<file path="src/sv/lge_pkg.sv">
`timescale 1ns / 1ps
// Shared types, codes and the B3/S23 rule for the Life generation engine.
package lge_pkg;

    // Neighbour count width (0..8)
    localparam int NBR_W = 4;

    // Birth needs exactly three live neighbours; survival needs two or three
    localparam logic [NBR_W-1:0] BIRTH_COUNT   = 4'd3;
    localparam logic [NBR_W-1:0] SURVIVE_COUNT = 4'd2;

    // Dimension register width and APB register indexes
    localparam int DIM_W = 7;
    localparam logic REG_ROWS = 1'b0;
    localparam logic REG_COLS = 1'b1;
    localparam logic [DIM_W-1:0] DIM_RESET = 7'd64;

    typedef logic [NBR_W-1:0] t_nbr;

    typedef enum logic [1:0] {
        OP_WRITE   = 2'd0,
        OP_QUERY   = 2'd1,
        OP_ADVANCE = 2'd2,
        OP_CLEAR   = 2'd3
    } t_op;

    typedef struct packed {
        t_op        operation;
        logic [5:0] row;
        logic [5:0] col;
        logic       value;
    } t_in_item;

    typedef struct packed {
        logic       alive;
        logic       will_live;
        t_nbr       neighbour_count;
        logic       out_of_range;
    } t_out_item;

    // Effective (clamped) grid dimensions
    typedef struct packed {
        logic [DIM_W-1:0] rows;
        logic [DIM_W-1:0] cols;
    } t_dims;

    typedef enum logic [3:0] {
        S_INIT,
        S_IDLE,
        S_WR_RD,
        S_WR_WR,
        S_ADV_RD0,
        S_ADV_LOAD,
        S_ADV_ROW,
        S_CLR,
        S_Q_UP,
        S_Q_MID,
        S_Q_DN,
        S_EVAL
    } t_state;

    // B3/S23 rule
    function automatic logic live_rule(input logic alive, input t_nbr n);
        if (alive) begin
            return (n == SURVIVE_COUNT) || (n == BIRTH_COUNT);
        end
        return (n == BIRTH_COUNT);
    endfunction

endpackage

</file>
<file path="src/sv/lge_cfg.sv">
`timescale 1ns / 1ps
// APB register block: raw dimension registers and their clamped values.
module lge_cfg #(
    parameter int MAX_ROWS = 64,
    parameter int MAX_COLS = 64
) (
    input  logic                 i_clk,
    input  logic                 i_rst_n,
    input  logic                 psel,
    input  logic                 penable,
    input  logic                 pwrite,
    input  logic [2:0]           paddr,
    input  logic [31:0]          pwdata,
    output logic [31:0]          prdata,
    output logic                 pready,
    output lge_pkg::t_dims       o_dims
);
    import lge_pkg::*;

    logic [DIM_W-1:0] r_rows;
    logic [DIM_W-1:0] r_cols;
    logic             w_wr;

    assign pready = 1'b1;
    assign w_wr   = psel && penable && pwrite && pready;

    // Register writes; the stored bits are kept as written
    always_ff @(posedge i_clk) begin
        if (!i_rst_n) begin
            r_rows <= DIM_RESET;
            r_cols <= DIM_RESET;
        end else if (w_wr) begin
            if (paddr[2] == REG_ROWS) begin
                r_rows <= pwdata[DIM_W-1:0];
            end else begin
                r_cols <= pwdata[DIM_W-1:0];
            end
        end
    end

    // Read mux
    always_comb begin
        if (paddr[2] == REG_COLS) begin
            prdata = {{(32-DIM_W){1'b0}}, r_cols};
        end else begin
            prdata = {{(32-DIM_W){1'b0}}, r_rows};
        end
    end

    // Zero acts as one, anything above the maximum acts as the maximum
    always_comb begin
        if (r_rows == '0) begin
            o_dims.rows = DIM_W'(1);
        end else if (32'(r_rows) > MAX_ROWS) begin
            o_dims.rows = DIM_W'(MAX_ROWS);
        end else begin
            o_dims.rows = r_rows;
        end
        if (r_cols == '0) begin
            o_dims.cols = DIM_W'(1);
        end else if (32'(r_cols) > MAX_COLS) begin
            o_dims.cols = DIM_W'(MAX_COLS);
        end else begin
            o_dims.cols = r_cols;
        end
    end

endmodule

</file>
<file path="config.mk">
export PLATFORM = sky130hd
export DESIGN_NAME = lge_cfg
export DESIGN_NICKNAME = d
export VERILOG_FILES = /design/src/sv/lge_pkg.sv /design/src/sv/lge_cfg.sv
export SDC_FILE = /design/constraint.sdc
export NUM_CORES = 1
export LEC_CHECK = 0
export BUFFER_PORTS_ARGS = -buffer_cell sky130_fd_sc_hd__buf_2
export CORE_MARGIN = 3
export CORE_UTILIZATION = 35
export CTS_BUF_LIST = sky130_fd_sc_hd__clkbuf_8
export CTS_CLUSTER_SIZE = 14
export DETAILED_ROUTE_END_ITERATION = 10
export MAX_ROUTING_LAYER = met4
export PLACE_DENSITY = 0.78
export REMOVE_ABC_BUFFERS = 1
export SLEW_MARGIN = 20
export SYNTH_ARGS = -nofsm -noshare
export SYNTH_HDL_FRONTEND = slang
export SYNTH_SLANG_ARGS = --single-unit
</file>
<file path="constraint.sdc">
create_clock -name i_clk -period 0.85 [get_ports i_clk]
set_input_delay 0.0425 -clock i_clk [delete_from_list [all_inputs] [get_ports i_clk]]
set_output_delay 0.0425 -clock i_clk [all_outputs]
set_load 0.005 [all_outputs]
</file>
=== After elaboration in Yosys (flattened, before gate mapping) ===
Cells that the tools add are included.

* Flip-flop bits (word level): 14
* Logic and storage cells: 16
* Output and inout bits: 47

* Mux-type cells: 5
* Reduce and logical (&&, ||, !) cells: 6
* Bitwise gates (word level): 1
* Magnitude comparators: 2

{| class="wikitable"
|+ Operators by type and width
! cell !! count
|-
| 2-to-1 mux 7 bit || 5
|-
| greater-than comparator 7 bit, second input constant || 2
|-
| logical NOT 7 bit || 2
|-
| AND reduction 2 bit || 2
|-
| logical AND 1 bit || 2
|-
| NOT 1 bit || 1
|}

=== Logic depth before layout (Yosys ltp) ===
Gate-level depths: netlist of the first run.

* Word-level depth: 3
* Depth in mapped cells: 4

=== Least setup slack after synthesis of the first run ===
OpenSTA, ideal clock, no wires.

* Path type: register -> output
* From: register r_rows[1]
* To: output o_dims[7] in the netlist's numbering
* Cell stages (with the launch flop): 3
* Path slack: -0.088 ns
* Data required time: 0.808 ns
* Arrival: 0.896 ns
* Buffers on the path: 0
* Cell sequence: dfxtp_1 -> or3_1 -> o41ai_2

{| class="wikitable"
|+ RTL lines
! item !! line !! source
|-
| start, declared || lge_cfg.sv:20 || <nowiki>logic [DIM_W-1:0] r_rows;</nowiki>
|-
| start signal, assigned || lge_cfg.sv:34 || <nowiki>r_rows <= pwdata[DIM_W-1:0];</nowiki>
|-
| end, declared || lge_cfg.sv:16 || <nowiki>output lge_pkg::t_dims o_dims</nowiki>
|}

==> results.txt, run 1 <==
hold slack - 0.0631 ns
Avg Inst Size Synth - 9.09 sq um
TritonCTS clock tree - built
clock latency on the worst-skew pair - 0.24 ns
Power Density - 1030 nW/um^2
Ys Warns - 0
Initial DRC Count - 20
Final Max Slew Viols - 0
RSZ-0062 raised after global routing - true
Max Cap Viol - 0
area of the core - 2570 sq um
critical path required time - 0.81 ns
area growth from synthesis to final layout - 42.2%
top sig layer - met4
Pre-antenna DRT Iters - 4
Seq/Total Area, Yosys - 28.5%
Largest stage delay, worst path - 0.37 ns
Critical R2R Capture - r_cols[5]
DR DRC count - 0
FF-to-FF Start - r_cols[5]
Post-Syn Instances - 108
vias per cell - 4.53
Die Ht - 59.0 um
total gr overflow - 0
leakage - 0.763 nW
Crit path arrival time - 1.35 ns
Mapped Area - 982 sq um
final worst-path cycle share - 163%
Yosys top cell by area - dfxtp_1
Root Buffer Master - clkbuf_8
Met1 Wirelength - 991 um
start point of the critical path - r_cols[1]
CP bufs+invs - 1
routed wl met3 - 217 um
hpwl dp - 1760 um
final net count - 196
crit-path cells - or3_4 -> o41ai_2 -> buf_2
crit path time final - 1.39 ns
CTS H-Tree Depth - 1
Worst IR Drop VDD - 0.890 mV
failing checks - setup timing
setup violators final - 21
Final Hold Vio Count - 0
Critical Path Sink - o_dims[0]
final worst slack - -0.539 ns
top post-synthesis cells by area - dfxtp_1 (29%), buf_4 (20%), mux2i_1 (14%)
diodes inserted - 0
FMAX - 0.720 GHz
drt total wl - 2440 um
run status - finished with violations
cts bufs inserted - 3
Cell variety after synth - 14
Setup crit start kind - register
GPL Wtd Cong - 0.764
pin count of the biggest net entering global routing - 17
Commonest cells post-synth - buf_4 (26), nand2_1 (18), dfxtp_1 (14), mux2i_1 (14), nor2b_1 (13)
non-filler cells, final - 184
Initial Util - 38.3%
crit-path max FO - 2
maximum buffer depth of the clock tree - 2
ys flop type - dfxtp_1
met2 WL post-DR - 1200 um
IO Count - 87
CTS sink count - 14
worst min-delay path category - in2reg
Setup crit end kind - primary output
ys async rst share - 0%
Die X - 59.0 um
wire per inst - 13.3 um
total track usage - 14.9%
first-pass GRT wire length - 3750 um
std cell rows - 18
critical path depth - 3
vias in the first global route - 795
Post-synth EDFFs - 0
port bufs - 33
area of the die - 3480 sq um
DR vias - 833
flops & latches, synth - 14
crit-path leading delay family - simple AND/OR/NAND/NOR gates
reg2reg path depth - 4
Worst path slowest cell - or3_4
Setup CP Type - reg2out
Detail Route Antenna Nets - 0
r2r setup slk - 0 ns
share of layout cells above drive strength 1 - 55.8%
clk_skew - 0 ns
post-synth top area share - 28.5%
most common cell in the netlist - buf_4
DP Cell Count - 175
Clk pin slew, worst setup/hold paths - 0.05 ns
hold buffers post-CTS - 0
initial antenna violation count - 0
## through the flow
stage / worst slack, ns / setup TNS [ns] / instance area [sq um] / power, mW / utilization, %
after floorplan: -0.0882 / -0.175 / 840 / 0.788 / -
after global placement: -0.224 / -0.441 / 1130 / 0.882 / 44.1
after detailed placement: -0.239 / -0.466 / 1130 / 0.889 / 44.1
after CTS: -0.489 / -3.73 / 1270 / 1.43 / 49.6
after global routing: -0.575 / -4.93 / 1400 / 1.52 / 54.4
final: -0.539 / -4.15 / 1400 / 1.44 / 54.4
## routing by layer
layer,vias to the layer above,track usage (%)
li1,395,-
met1,378,17.4
met2,56,25.1
met3,4,3.27
met4,0,5.18
met5,-,-
## worst min-delay path: stages
cell and delay [ns]:
buf_2 0.10, nand2_1 0.06, mux2i_1 0.06
## kinds of logic after synthesis
family | Yosys count | share of synthesized area (%)
AND/OR/NAND/NOR | 37 | 21.4
buffers and inverters | 32 | 23.7
multiplexers | 21 | 22.3
flip-flops | 14 | 28.5
AO/OA/AOI/OAI | 2 | 3.31
other | 2 | 0.765
## sequential cells by signal, indices dropped and copies added, names as in the netlist
register,flops
r_cols,7
r_rows,7
## worst min-delay path by stage
stage	start	to	slack, ns	cells after the start
3_5_place_dp	pwdata[4]	r_rows[4]	0.33	3
2_1_floorplan	i_rst_n	r_cols[0]	0.19	2
5_1_grt	pwdata[0]	r_rows[0]	0.06	3
4_1_cts	pwdata[4]	r_rows[4]	0.07	3
6_report	pwdata[0]	r_rows[0]	0.06	3
3_3_place_gp	pwdata[6]	r_cols[6]	0.31	3
## layout make-up
cell class	instances	area [sq um]
timing repair buffer	51	387
fill	218	1170
sequential	14	310
tap	30	37.5
clock buffer	3	41.3
multi-input combinational	86	621
## cells in the final DEF, fill, tap and decap left out, types with 2 or more instances in the layout
cell type / n
buf_2: 27
buf_4: 5
nand2b_1: 2
nor2b_4: 2
conb_1: 26
dfxtp_4: 5
nor2b_1: 10
clkbuf_8: 3
nand2_1: 17
mux2i_1: 13
or3_4: 2
buf_6: 19
mux2_4: 6
o41ai_2: 2
dfxtp_2: 9
## repair_timing
item                       4_1_cts  5_1_grt
setup buffers                    3        5
setup endpoints to repair       23       21
gates resized for setup         31       22
## report_power, final
| group | internal, mW | total [mW] | switching, mW |
|---|---|---|---|
| clock | 0.313 | 0.524 | 0.211 |
| sequential | 0.661 | 0.678 | 0.0172 |
| combinational | 0.119 | 0.238 | 0.118 |
(Power assumes the default switching activity.)
==> inputs of run 2 (changes only) <==
--- a/config.mk
+++ b/config.mk
@@ -6,7 +6,7 @@
 export NUM_CORES = 1
 export LEC_CHECK = 0
 export BUFFER_PORTS_ARGS = -buffer_cell sky130_fd_sc_hd__buf_2
-export CORE_MARGIN = 3
+export CORE_MARGIN = 4
 export CORE_UTILIZATION = 35
 export CTS_BUF_LIST = sky130_fd_sc_hd__clkbuf_8
 export CTS_CLUSTER_SIZE = 14
==> run 2 against run 1 <==
Compared with the run above: the flow still finishes with violations (setup timing); die area rose by 6.9%; power increased by 8.0%; maximum frequency is 1.7% higher; sequential share of layout area up 0.22 points; clock skew stayed put; core utilization decreased by 0.97 points; global-route usage down 1.3 points; wire length grew 2.7%; non-clock buffer count decreased by 4; sequential power is essentially flat; final cell count shrank 1.6%; critical endpoint is now o_dims[7].
==> results.txt, run 2 (synthesis gave the netlist of run 1 again) <==
leakage - 0.745 nW
DR vias - 794
reg2reg path depth - 3
IO Count - 87
Initial DRC Count - 14
diodes inserted - 0
Pre-antenna DRT Iters - 4
most common cell after layout, fill and taps aside - conb_1
routed wl met3 - 228 um
final net count - 192
area of the die - 3720 sq um
FF/Latch Area - 308 sq um
port bufs - 33
Clk pwr share - 41.4%
initial antenna violation count - 0
sw frac - 23.6%
Setup crit start kind - register
pin count of the biggest net entering global routing - 14
FF-to-FF Start - r_rows[6]
vias per cell - 4.39
clock latency on the worst-skew pair - 0.25 ns
Multi-input gate area - 617 sq um
top sig layer - met4
Die X - 61.0 um
Initial Util - 38.3%
Total Neg Setup Slack - -4.13 ns
crit path time final - 1.37 ns
Root Buffer Master - clkbuf_8
Clk pin slew, worst setup/hold paths - 0.06 ns
Met1 Wirelength - 1020 um
critical path required time - 0.81 ns
Critical R2R Capture - r_rows[6]
most frequent cells in the layout - conb_1 (26), buf_2 (25), nand2_1 (18), buf_6 (17), mux2i_1 (14)
TritonCTS clock tree - built
Worst IR Drop VDD - 1.23 mV
Pint - 1.19 mW
Crit path arrival time - 1.32 ns
hold buffers post-CTS - 0
clk_skew - 0 ns
met2 WL post-DR - 1230 um
failing checks - setup timing
final worst slack - -0.516 ns
biggest regs - r_cols x7, r_rows x7
Final Max Slew Viols - 0
Setup crit end kind - primary output
setup violators final - 21
vias in the first global route - 770
min-delay src - pwdata[0]
GPL Wtd Cong - 0.810
CTS H-Tree Depth - 1
first-pass GRT wire length - 3490 um
Setup CP Type - reg2out
Power Density - 1130 nW/um^2
sequential share of power - 43.8%
Final Hold Vio Count - 0
wire per inst - 13.9 um
RSZ-0062 raised after global routing - true
final worst-path cycle share - 161%
Hold Crit Depth - 3
Die Ht - 61.0 um
maximum buffer depth of the clock tree - 2
cts bufs inserted - 3
hold endpoint - r_cols[0]
Max Cap Viol - 0
Switch Pwr - 0.367 mW
DP Cell Count - 175
hpwl dp - 1760 um
Final Core Density - 53.4%
run status - finished with violations
drt total wl - 2510 um
area of the core - 2570 sq um
FILL cells - 232
FMAX - 0.732 GHz
Detail Route Antenna Nets - 0
DR DRC count - 0
area growth from synthesis to final layout - 39.6%
total gr overflow - 0
crit-path max FO - 2
Comb pwr share - 14.8%
share of layout cells above drive strength 1 - 54.3%
worst min-delay path category - in2reg
std cell rows - 18
CTS sink count - 14
total track usage - 13.5%
r2r setup slk - 0.04 ns
non-filler cells, final - 181
-- run 2: changes by cell type in the layout (fill, tap and decap cells not counted), sizes merged --
cell / previous run / this run
clkbuf: 3 / 4
buf: 51 / 47
-- run 2: per-layer routing --
layer  track usage [%]  up-vias
li1                  -      388
met1              16.5      354
met2              20.9       48
met3              4.26        4
met4              4.95        0
met5                 -        -
-- run 2: cell type report --
cell class	count	share of cell area [%]
Tap cell	30	2.74
Clock buffer	4	4.01
Timing Repair Buffer	47	25.8
Sequential cell	14	22.4
Multi-Input combinational cell	86	45.0
-- run 2: timing repair --
action / in CTS / in global routing
pin swaps: 1 / 0
resized for setup: 25 / 26
buffers inserted: 0 / 5
hold endpoints to repair: 0 / 0
endpoints found under the setup margin: 22 / 22
-- run 2: worst max-delay path, cell delays in order (launching register included) --
cell and delay, ns:
dfxtp_2 0.33, or3_4 0.39, o41ai_2 0.20, buf_2 0.16
-- run 2: worst max path at each step --
stage | endpoint | cells after the start | start | slack, ns
2_1_floorplan | o_dims[7] | 2 | r_rows[1] | -0.09
3_3_place_gp | o_dims[0] | 3 | r_cols[1] | -0.22
3_5_place_dp | o_dims[0] | 3 | r_cols[1] | -0.24
4_1_cts | o_dims[7] | 3 | r_rows[1] | -0.51
5_1_grt | o_dims[7] | 3 | r_rows[1] | -0.59
6_report | o_dims[7] | 3 | r_rows[1] | -0.52
-- run 2: power by group through the flow --
stage / Sequential (mW) / Combinational (mW) / Clock [mW]
final: 0.681 / 0.230 / 0.645
after global routing: 0.682 / 0.258 / 0.689
after CTS: 0.682 / 0.204 / 0.664
after detailed placement: 0.698 / 0.190 / 0
after global placement: 0.697 / 0.186 / 0
after floorplan: 0.698 / 0.0899 / 0
-- run 2: stage by stage --
step | hold slack (ns) | setup WS [ns] | cell area, sq um | total power [mW]
2_1_floorplan | 0.192 | -0.0882 | 840 | 0.788
3_3_place_gp | 0.313 | -0.221 | 1130 | 0.883
3_5_place_dp | 0.323 | -0.241 | 1130 | 0.888
4_1_cts | 0.0561 | -0.513 | 1270 | 1.55
5_1_grt | 0.0703 | -0.595 | 1370 | 1.63
6_report | 0.0607 | -0.516 | 1370 | 1.56
